### config.mk
export PLATFORM = sky130hd
export DESIGN_NAME = lrutc_cell
export DESIGN_NICKNAME = d
export VERILOG_FILES = /design/src/sv/lrutc_pkg.sv /design/src/sv/lrutc_cell.sv
export SDC_FILE = /design/constraint.sdc
export NUM_CORES = 1
export LEC_CHECK = 0
export BUFFER_PORTS_ARGS = -buffer_cell sky130_fd_sc_hd__clkbuf_2
export CAP_MARGIN = 20
export CORE_MARGIN = 2
export CORE_UTILIZATION = 39
export CTS_CLUSTER_DIAMETER = 30
export DETAILED_ROUTE_END_ITERATION = 8
export GPL_TIMING_DRIVEN = 0
export PLACE_DENSITY_LB_ADDON = 0.05
export RECOVER_POWER = 100
export REMOVE_ABC_BUFFERS = 1
export SLEW_MARGIN = 20
export SYNTH_ARGS = -nofsm -noshare
export SYNTH_HDL_FRONTEND = slang
export SYNTH_SLANG_ARGS = --single-unit
### constraint.sdc
create_clock -name clk_i -period 0.9 [get_ports clk_i]
set_clock_uncertainty 0.2 [all_clocks]
set_input_delay 0.045 -clock clk_i [delete_from_list [all_inputs] [get_ports clk_i]]
set_output_delay 0.045 -clock clk_i [all_outputs]
set_load 0.005 [all_outputs]
### src/sv/lrutc_pkg.sv
// lrutc_pkg: shared types and constants of the lru tag cache directory
// used by lrutc_cell, lru_tag_cache_sorted_index and the testbench, no dependencies
package lrutc_pkg;

  localparam int TAG_W      = 64;
  localparam int SERIAL_W   = 56;
  localparam int SPACE_W    = 8;
  localparam int SLOT_OUT_W = 6;
  localparam int PADDR_W    = 5;
  localparam int PDATA_W    = 64;

  // register index, taken from paddr[4:3]
  localparam logic [1:0] REG_SPACE_INDEX   = 2'd0;
  localparam logic [1:0] REG_EMPTY_CODE    = 2'd1;
  localparam logic [1:0] REG_UNKNOWN_CODE  = 2'd2;

  typedef enum logic [1:0] {
    CELL_HOLD   = 2'd0,
    CELL_ROTATE = 2'd1,
    CELL_SHIFT  = 2'd2
  } cell_op_e;

  typedef struct packed {
    cell_op_e op;
    logic     shift_en;
  } cell_ctl_t;

endpackage

### src/sv/lrutc_cell.sv
// lrutc_cell: one entry of the recency row, holds a slot number and its tag
// depends on lrutc_pkg
module lrutc_cell #(
  parameter int IndexBits = 6,
  parameter int CellIdx   = 0
) (
  input  logic                     clk_i,
  input  logic                     rst_ni,
  input  lrutc_pkg::cell_ctl_t     ctl_i,
  input  logic [IndexBits-1:0]     up_slot_i,
  input  logic [lrutc_pkg::TAG_W-1:0] up_tag_i,
  input  logic [IndexBits-1:0]     dn_slot_i,
  input  logic [lrutc_pkg::TAG_W-1:0] dn_tag_i,
  output logic [IndexBits-1:0]     slot_o,
  output logic [lrutc_pkg::TAG_W-1:0] tag_o
);
  import lrutc_pkg::*;

  logic [IndexBits-1:0] slot_d, slot_q;
  logic [TAG_W-1:0]     tag_d, tag_q;

  // rotate takes the entry behind, shift takes the entry in front
  always_comb begin
    slot_d = slot_q;
    tag_d  = tag_q;
    unique case (ctl_i.op)
      CELL_HOLD: begin
      end
      CELL_ROTATE: begin
        slot_d = up_slot_i;
        tag_d  = up_tag_i;
      end
      CELL_SHIFT: begin
        if (ctl_i.shift_en) begin
          slot_d = dn_slot_i;
          tag_d  = dn_tag_i;
        end
      end
      default: begin
      end
    endcase
  end

  always_ff @(posedge clk_i or negedge rst_ni) begin
    if (!rst_ni) begin
      slot_q <= IndexBits'(CellIdx);
      tag_q  <= TAG_W'(CellIdx);
    end else begin
      slot_q <= slot_d;
      tag_q  <= tag_d;
    end
  end

  assign slot_o = slot_q;
  assign tag_o  = tag_q;

endmodule

Yosys cells after proc, flatten, opt, wreduce, memory -nomap -nowiden
Cells that the tools add are included.
{ "totals": {"register_bits": 70, "output_inout_bits": 70, "word_cells": 11} }
{ "op_classes": {"n_eq_ne": 3, "muxes": 4, "n_reduce_logical": 2} }
{ "op_table": {"columns": ["op", "n"], "rows": [
  ["$pmux W64 S2", 1],
  ["$mux W64", 1],
  ["$pmux W6 S2", 1],
  ["$mux W6", 1],
  ["$eq A2 B1 Y1 const B", 1],
  ["$eq A2 B2 Y1 const B", 1],
  ["$ne A2 B2 Y1 const B", 1],
  ["$reduce_and A2 Y1", 1],
  ["$reduce_bool A2 Y1", 1]
]} }

Logic depth before layout (Yosys ltp)
Gate-level depths: netlist of run 1.
{ "depth": {"depth_word": 3, "ltp_mapped": 6, "mapped_depth_nobuf": 3} }

Least setup slack after synthesis of run 1
No wires, ideal clock.
{ "synth_path": {"kind": "input port to flip-flop", "from": "in ctl_i[2] in the netlist's numbering", "to": "reg tag_q[29], in the netlist tag_o[29]", "arrival_time_ps": 736, "slack_ps": -162, "path_stages": 5, "path_buffers": 3, "path_cell_list": "buf_2 -> buf_2 -> buf_2 -> a32oi_1 -> nand3_1"} }
{ "synth_between": {"elab_chain_len": 3, "word_cells_on_any_way": 6} }
{ "synth_rtl": {"columns": ["item", "line_no", "text"], "rows": [
  ["start: declaration", "lrutc_cell.sv:9", "input lrutc_pkg::cell_ctl_t ctl_i,"],
  ["$eq A2 B2 Y1 or $eq A2 B1 Y1 (tied branches)", "lrutc_cell.sv:26", "unique case (ctl_i.op)"],
  ["$ne A2 B2 Y1 (no source line) or $reduce_bool A2 Y1 (tied branches)", null, null],
  ["$reduce_and A2 Y1 (no source line)", null, null],
  ["end signal: assignment", "lrutc_cell.sv:47", "tag_q <= TAG_W'(CellIdx);"],
  ["end signal: assignment", "lrutc_cell.sv:50", "tag_q <= tag_d;"],
  ["end: declaration", "lrutc_cell.sv:20", "logic [TAG_W-1:0] tag_d, tag_q;"]
]} }
Several ways; a longest one is shown, not always the timed one.
A chain may end at the register's enable or synchronous reset.

Worst setup path after layout of run 1
{ "layout_path": {"from": "reg slot_q[3], in the netlist slot_o[3]", "to": "out slot_o[3]"} }
{ "layout_rtl": {"columns": ["item", "line_no", "text"], "rows": [
  ["start: declaration", "lrutc_cell.sv:19", "logic [IndexBits-1:0] slot_d, slot_q;"],
  ["start signal: assignment", "lrutc_cell.sv:46", "slot_q <= IndexBits'(CellIdx);"],
  ["start signal: assignment", "lrutc_cell.sv:49", "slot_q <= slot_d;"],
  ["end: declaration", "lrutc_cell.sv:14", "output logic [IndexBits-1:0] slot_o,"]
]} }
No word-level cell between the ends.

==> metrics.md, run 1 <==
| Metric | Value |
|---|---|
| Status | `complete, but fails checks` |
| Failing checks | `hold timing, setup timing` |
| Cell family with most CP delay | `flip-flops` |
| WHS | `-0.357 ns` |
| WP data arrival | `0.87 ns` |
| Critical Path Start Type | `flip-flop` |
| Finished Cell Area | `0.00665 mm^2` |
| Critical path, cell by cell | `clkbuf_2` |
| HPWL after detailed placement | `7.46 mm` |
| Synth Warn # | `0` |
| Sequential fraction of the synthesis area | `48.9%` |
| Std cell rows | `34` |
| Final nets | `821` |
| Post-Syn Area per Cell | `8.94 um^2` |
| Fillers | `657` |
| Flops & latches, synth | `70` |
| CP Max Fanout | `2` |
| Setup Viol. Count Final | `126` |
| First-pass GRT wire length | `20.5 mm` |
| CP max stage cell | `dfrtp_1` |
| Number of antenna violations at the first check in global routing | `0` |
| DR DRC count | `0` |
| Die Span X | `99.9 um` |
| Critical Path RT | `0.65 ns` |
| H-Tree Depth | `3` |
| Hold Vio Cnt, Final | `103` |
| CTS tree | `yes` |
| Total Routing Usage GR | `25.6%` |
| Die Footprint | `0.00997 mm^2` |
| Placed insts | `683` |
| Number of global-route vias before repair | `4247` |
| Critical path type | `reg -> out` |
| RSZ-0062 raised after global routing | `true` |
| Pin count of the biggest net entering global routing | `52` |
| Root Driver | `clkbuf_8` |
| Routed wire length | `14.0 mm` |
| DR WL/cell | `17.9 um` |
| Area growth, synth to finish | `85.6%` |
| Placed Area | `0.00476 mm^2` |
| Crit end category | `output pin` |
| Clock-pin transition on the worst setup and hold timing paths | `0.08 ns` |
| DR top layer | `met4` |
| Setup WS pre-CTS | `-0.832 ns` |
| DR vias | `4440` |
| Tcrit/Tclk final | `124%` |
| Min Tclk post-route | `1.12 ns` |
| Max Root-Sink Buffers | `2` |
| Ant. Diodes | `0` |
| Fin cells | `786` |
| Gpl congestion | `0.734` |
| Via density per instance | `5.65` |
| Largest stage delay, worst path | `0.41 ns` |
| Yosys top cell area share | `48.9%` |
| Worst Tran Pin Value | `0.956 ns` |
| P_leak | `3.39 nW` |
| Max Cap Viol | `0` |
| First-pass DRT Iterations | `4` |
| Crit path buffers/inverters | `1` |
| Met2 routed WL | `7.15 mm` |
| Max-slew violation count | `0` |
| Area contributors post-synth | `dfrtp_1 (49%), nand3_1 (20%), a32oi_1 (17%), nand2_1 (7.3%), buf_2 (6.0%)` |
| Post-route setup slack | `-0.220 ns` |
| Die height | `99.9 um` |
| Synth cell types | `9` |
| Most common cell after layout, fill and taps aside | `clkbuf_2` |
| Initial core utilization | `40.7%` |
| Dominant cell type by area after synthesis | `dfrtp_1` |
| Number of routed nets with antenna violations | `0` |
| Hold_buf cts | `17` |
| WL met1 | `5.84 mm` |
| Synthesized cell area | `0.00358 mm^2` |
| Worst skew pair latency | `0.33 ns` |
| Pwr Density | `1420 mW/mm^2` |
| Layout cells sized above 1 | `65.8%` |
| Pwr Total | `9.47 mW` |
| Port Buffers | `214` |
| Met3 Routed Length | `807 um` |
| Min-Delay Path Class | `in -> async` |
| Reg-to-reg slack, setup | `-0.12 ns` |
| Core ar. | `0.00881 mm^2` |
| I/O Pins | `215` |
| CTS Buf Count | `9` |
| Relative slew slack | `36.2%` |
| # clock sinks | `70` |
| Most frequent cells in the layout | `clkbuf_2 (208), nand3_2 (106), dfrtp_1 (70)` |
| Achievable frequency | `0.893 GHz` |
| Synthesized instance count | `401` |
| Area of the multi-input gates | `0.00232 mm^2` |
| VDD IR-drop max | `0.000839 V` |
| Sequential Area | `0.00175 mm^2` |
| DRT iter0 DRCs | `166` |
| Grt ovf | `0` |
-- cells in the mapped netlist --
library cell,number
nand3_1,140
nor2b_1,2
clkbuf_1,4
dfrtp_1,70
nor2_2,1
a32oi_1,70
buf_2,43
nand2_1,70
nand2b_1,1
-- per-layer routing --
layer | track usage (%) | vias to the layer above
met3 | 4.60 | 22
met1 | 32.5 | 2174
li1 | - | 2072
met4 | 8.11 | 0
met5 | 0 | -
met2 | 44.6 | 172
-- what timing repair did --
action	in CTS	in global routing
setup endpoints to repair	140	140
pin swaps	40	58
gates resized for setup	33	176
setup buffers	53	19
cloned	5	2
endpoints found under the hold margin	140	140
-- path summary, 6_finish.rpt --
kind | from | end | depth (start not counted)
max | slot_o[3]$_DFFE_PN0P_ | slot_o[3] | 1
min in group clk_i | up_slot_i[3] | slot_o[3]$_DFFE_PN0P_ | 3
min reg2reg | tag_o[63]$_DFFE_PN0P_ | tag_o[63]$_DFFE_PN0P_ | 2
max in group asynchronous | rst_ni | tag_o[55]$_DFFE_PN0P_ | 2
max reg2reg | tag_o[47]$_DFFE_PN0P_ | tag_o[47]$_DFFE_PN0P_ | 3
min | rst_ni | tag_o[8]$_DFFE_PN0P_ | 1
-- through the flow --
stage	hold WS [ns]	setup TNS (ns)	utilization (%)
floorplan	-0.451	-151.41	-
global placement	0.0706	-414.93	51.8
detailed placement	-0.126	-48.79	54.1
CTS	-0.493	-16.77	65.4
global route	-0.297	-22.16	75.5
finish	-0.357	-17.03	75.5
-- area by class of cell --
class | instances | share of cell area, %
timing repair buffer | 309 | 34.3
multi-input combinational | 286 | 34.9
tap | 108 | 2.03
clock buffer | 11 | 2.28
sequential | 70 | 26.3
clock inverter | 2 | 0.150
-- where the power goes --
group	total, mW	switching, mW	internal, mW
registers	3.91	0.327	3.58
logic	3.33	1.52	1.82
clock network	2.23	1.13	1.10
total	9.47	2.97	6.50
-- state kept, by name (all words and copies together), names as in the netlist --
signal  cells
tag_o      64
slot_o      6
-- kinds of logic after synthesis --
family	Yosys count	share of synthesized area (%)
AND/OR/NAND/NOR	214	27.6
flip-flops	70	48.9
AO/OA/AOI/OAI	70	17.1
buffers and inverters	47	6.42
(Power assumes the default switching activity.)
==> run 2: changes to the inputs <==
CORE_ASPECT_RATIO = 1.4   (was default)
==> metrics.md, run 2 (synthesis gave the netlist of run 1 again) <==
| Metric | Value |
|---|---|
| Status | `complete, but fails checks` |
| Failing checks | `hold timing, setup timing` |
| CTS tree | `yes` |
| Routed wire length | `13.2 mm` |
| Finished Cell Area | `0.00674 mm^2` |
| Die Span X | `85.0 um` |
| Number of antenna violations at the first check in global routing | `0` |
| Fin cells | `777` |
| CP max stage cell | `dfrtp_1` |
| Min Tclk post-route | `1.11 ns` |
| Reg-to-reg slack, setup | `-0.12 ns` |
| Met3 usage | `3.87%` |
| Port Buffers | `214` |
| Area growth, synth to finish | `88.1%` |
| Gpl congestion | `0.743` |
| Gr busiest metal | `met2` |
| DRT iter0 DRCs | `205` |
| Most common cell after layout, fill and taps aside | `clkbuf_2` |
| Pin count of the biggest net entering global routing | `73` |
| WP data arrival | `0.86 ns` |
| Most frequent cells in the layout | `clkbuf_2 (210), nand3_2 (125), dfrtp_1 (70)` |
| R2r worst-path depth | `3` |
| M2 GR Usage | `41.9%` |
| Std cell rows | `41` |
| Min-Delay Path Class | `in -> async` |
| First-pass GRT wire length | `19.4 mm` |
| Pwr Total | `10.4 mW` |
| Layout cells sized above 1 | `70.3%` |
| Root Driver | `clkbuf_16` |
| Critical path, cell by cell | `clkbuf_2` |
| HPWL after detailed placement | `7.42 mm` |
| I/O Pins | `215` |
| Max reg flops | `64` |
| Clock-pin transition on the worst setup and hold timing paths | `0.05 ns` |
| Critical path type | `reg -> out` |
| Pwr Density | `1540 mW/mm^2` |
| Fillers | `655` |
| First-pass DRT Iterations | `4` |
| Placed insts | `682` |
| DR DRC count | `0` |
| Crit path buffers/inverters | `1` |
| Relative slew slack | `35.6%` |
| WHS | `-0.346 ns` |
| Initial core utilization | `39.9%` |
| Max Cap Viol | `0` |
| Critical Path RT | `0.65 ns` |
| Setup Viol. Count Final | `136` |
| Post-route setup slack | `-0.206 ns` |
| Die height | `117 um` |
| Total Routing Usage GR | `23.8%` |
| # clock sinks | `70` |
| VDD IR-drop max | `0.00119 V` |
| Number of cells on the critical path | `1` |
| RSZ-0062 raised after global routing | `true` |
| H-Tree Depth | `3` |
| Achievable frequency | `0.904 GHz` |
| Core ar. | `0.00898 mm^2` |
| CP Max Fanout | `2` |
| P_leak | `3.44 nW` |
| Max Root-Sink Buffers | `2` |
| Final Util | `75.1%` |
| Grt ovf | `0` |
| Placed Area | `0.00476 mm^2` |
| Worst skew pair latency | `0.32 ns` |
| Tcrit/Tclk final | `123%` |
| Number of routed nets with antenna violations | `0` |
| Ant. Diodes | `0` |
| Max-slew violation count | `0` |
| Number of global-route vias before repair | `4037` |
| DR vias | `4399` |
| DR WL/cell | `16.9 um` |
| Final nets | `811` |
| Grt met1 use | `28.8%` |
| Hold Vio Cnt, Final | `105` |
| Worst Tran Pin Value | `0.966 ns` |
| CTS Buf Count | `9` |
| Cell family with most CP delay | `flip-flops` |
| Hold_buf cts | `1` |
| Via density per instance | `5.66` |
| Largest stage delay, worst path | `0.40 ns` |
| Critical Path Start Type | `flip-flop` |
| Die Footprint | `0.00998 mm^2` |
| Crit end category | `output pin` |
-- run 2: changes by cell type in the layout (fill, tap and decap cells not counted), sizes merged --
cell,change
dlygate4sd3,-16
clkbuf,+4
buf,+3
nand2b,+1
-- run 2: path summary, 6_finish.rpt --
path                                       start               endpoint
min in group clk_i                   up_tag_i[3]   tag_o[3]$_DFFE_PN0P_
max reg2reg                tag_o[35]$_DFFE_PN0P_  tag_o[35]$_DFFE_PN0P_
max                        tag_o[27]$_DFFE_PN0P_              tag_o[27]
min reg2reg                tag_o[30]$_DFFE_PN0P_  tag_o[30]$_DFFE_PN0P_
min                                       rst_ni  tag_o[44]$_DFFE_PN0P_
max in group asynchronous                 rst_ni  tag_o[37]$_DFFE_PN0P_
-- run 2: worst register-to-register path, cell delays in order, from the launching register on --
cell and delay (ns):
dfrtp_1 0.39, buf_6 0.13, nand3_2 0.09, nand3_2 0.09
-- run 2: timing repair --
item / in CTS / in global routing
buffers inserted: 62 / 15
pin swaps: 52 / 66
setup endpoints to repair: 140 / 140
endpoints found under the hold margin: 140 / 112
gates resized for setup: 27 / 206
gates cloned: 4 / 0
-- run 2: cell type report --
cell class                 count  area [um^2]  share of cell area (%)
clock inverter                 2         10.0                   0.149
tap                          107          134                    1.99
multi-input combinational    287         2470                    36.6
timing repair buffer         298         2140                    31.7
sequential                    70         1750                    26.0
clock buffer                  13          240                    3.56
-- run 2: where the power goes --
part           internal [mW]  leakage, nW  total, mW  switching [mW]
sequential              3.59        0.870       3.91           0.323
clock                   1.84        0.123       3.09            1.25
combinational           1.87         2.45       3.40            1.53
total                   7.30         3.44       10.4            3.10
-- run 2: metal layers --
layer | part of all wire, % | up-vias
met4 | 2.7 | 0
li1 | - | 2056
met1 | 36 | 2159
met5 | 0 | -
met2 | 55 | 154
met3 | 5.7 | 30
-- run 2: stage by stage --
stage | TNS (ns) | setup slack, ns
6_report | -16.50 | -0.206
5_1_grt | -21.25 | -0.234
4_1_cts | -16.21 | -0.204
3_5_place_dp | -59.22 | -0.966
3_3_place_gp | -415.65 | -5.10
2_1_floorplan | -151.41 | -2.16
==> run 3: changes to the inputs <==
BUFFER_PORTS_ARGS = default   (was -buffer_cell sky130_fd_sc_hd__clkbuf_2)
CORE_ASPECT_RATIO = default   (was 1.4)
CORE_UTILIZATION = 57   (was 39)
DONT_BUFFER_PORTS = 1   (was default)
==> metrics.md, run 3 (synthesis gave the netlist of run 1 again) <==
| Metric | Value |
|---|---|
| Critical Path RT | `0.65 ns` |
| Relative slew slack | `66.4%` |
| Worst r2r src | `tag_o[38]$_DFFE_PN0P_` |
| Finished Cell Area | `0.00490 mm^2` |
| Number of global-route vias before repair | `3503` |
| # clock sinks | `70` |
| DRT iter0 DRCs | `338` |
| Critical path type | `reg -> out` |
| Routed wire length | `12.3 mm` |
| Die Footprint | `0.00694 mm^2` |
| Crit end category | `output pin` |
| First-pass GRT wire length | `17.8 mm` |
| Std cell rows | `28` |
| Die Span X | `83.3 um` |
| Switch share | `29.0%` |
| P_leak | `2.05 nW` |
| CP Max Fanout | `3` |
| R2r worst-path depth | `2` |
| Reg-to-reg slack, setup | `-0.05 ns` |
| Setup Viol. Count Final | `99` |
| WP data arrival | `0.78 ns` |
| Core ar. | `0.00599 mm^2` |
| Grt ovf | `0` |
| Total Routing Usage GR | `32.4%` |
| H-Tree Depth | `3` |
| HPWL after detailed placement | `6.25 mm` |
| Max Cap Viol | `0` |
| Max reg flops | `64` |
| CTS tree | `yes` |
| Min Tclk post-route | `1.03 ns` |
| Clock-pin transition on the worst setup and hold timing paths | `0.07 ns` |
| Number of antenna violations at the first check in global routing | `0` |
| WHS | `-0.810 ns` |
| Initial core utilization | `59.8%` |
| Failing checks | `hold timing, setup timing` |
| Ant. Diodes | `0` |
| Most frequent cells in the layout | `nand3_1 (127), dlygate4sd3_1 (101), a32oi_1 (70)` |
| Port Buffers | `0` |
| Combinational fraction of design power | `16.5%` |
| Most common cell after layout, fill and taps aside | `nand3_1` |
| Clock Power Share | `31.1%` |
| RR Endpoint | `tag_o[38]$_DFFE_PN0P_` |
| Min-Delay Path Class | `in -> async` |
| Final Util | `81.9%` |
| Via density per instance | `6.99` |
| Worst skew pair latency | `0.34 ns` |
| Gpl congestion | `0.762` |
| I/O Pins | `215` |
| Placed Area | `0.00358 mm^2` |
| Die height | `83.3 um` |
| Final nets | `622` |
| Sw Pwr | `2.27 mW` |
| Area growth, synth to finish | `36.8%` |
| DR DRC count | `0` |
| Pin count of the biggest net entering global routing | `144` |
| Max-slew violation count | `0` |
| Critical Path Start Type | `flip-flop` |
| DR vias | `3892` |
| CTS Buf Count | `9` |
| Status | `complete, but fails checks` |
| Root Driver | `clkbuf_8` |
| VDD IR-drop max | `0.00131 V` |
| Sequential Area | `0.00175 mm^2` |
| Fillers | `346` |
| Pwr Density | `1600 mW/mm^2` |
| Internal power | `5.55 mW` |
| Layout cells sized above 1 | `9.13%` |
| Hold Vio Cnt, Final | `140` |
| Number of routed nets with antenna violations | `0` |
| Sequential group share of total power | `52.4%` |
| Tcrit/Tclk final | `114%` |
| RSZ-0062 raised after global routing | `true` |
| Area of the multi-input gates | `0.00172 mm^2` |
| DR WL/cell | `22.1 um` |
| Post-route setup slack | `-0.129 ns` |
| Worst Tran Pin Value | `0.503 ns` |
| Max Root-Sink Buffers | `2` |
| Achievable frequency | `0.972 GHz` |
| First-pass DRT Iterations | `5` |
## run 3: cell count changes in the layout (fill, tap and decap cells not counted), sizes merged
cell,before,now
clkbuf,226,12
dlygate4sd3,1,101
buf,84,9
bufinv,0,1
clkinvlp,0,1
nand2b,2,1
## run 3: area by class of cell
cell class                      count  area share (%)
Clock buffer                       12            2.76
Timing Repair Buffer              110            23.4
Sequential cell                    70            35.8
Multi-Input combinational cell    286            35.2
Tap cell                           75            1.91
Clock inverter                      4           0.970
## run 3: repair_timing
item                                    CTS  global route
endpoints found under the setup margin  138           140
pin swaps                                81            32
gates resized for setup                   0            18
gates cloned                              2             0
hold buffers                             79            22
endpoints found under the hold margin   140           140
setup buffers                             0             4
## run 3: worst max-delay path by stage
| stage | slack, ns | cells past startpoint | start | endpoint |
|---|---|---|---|---|
| 3_5_place_dp | -0.56 | 4 | ctl_i[0] | tag_o[2]$_DFFE_PN0P_ |
| 2_1_floorplan | -2.16 | 3 | ctl_i[1] | slot_o[0]$_DFFE_PN0P_ |
| 5_1_grt | -0.16 | 0 | tag_o[38]$_DFFE_PN0P_ | tag_o[38] |
| 3_3_place_gp | -3.31 | 3 | ctl_i[1] | tag_o[57]$_DFFE_PN0P_ |
| 4_1_cts | -0.13 | 0 | tag_o[22]$_DFFE_PN0P_ | tag_o[22] |
| 6_report | -0.13 | 0 | tag_o[8]$_DFFE_PN0P_ | tag_o[8] |
## run 3: layer usage
layer  track usage (%)  part of all wire, %  up-vias
met5                 0                    0        -
met4              18.8                  4.3        0
met3              9.15                   11       61
met2              51.8                   49      291
met1              39.1                   35     1875
li1                  -                    -     1665
## run 3: stage by stage
step	hold WS [ns]	worst slack, ns	TNS (ns)	cells	power, mW
finish	-0.810	-0.129	-7.98	557	7.83
global route	-0.835	-0.159	-11.74	557	8.18
CTS	-0.825	-0.127	-8.24	531	7.66
detailed placement	-0.449	-0.562	-31.96	434	4.98
global placement	-0.449	-3.31	-223.01	429	4.87
floorplan	-0.451	-2.16	-151.41	354	4.62
## run 3: power groups by stage
stage | Clock (mW) | Sequential (mW) | Combinational [mW]
2_1_floorplan | 0 | 3.98 | 0.638
4_1_cts | 2.46 | 4.07 | 1.12
5_1_grt | 2.62 | 4.16 | 1.41
6_report | 2.43 | 4.10 | 1.29
3_5_place_dp | 0 | 4.14 | 0.839
3_3_place_gp | 0 | 4.12 | 0.750
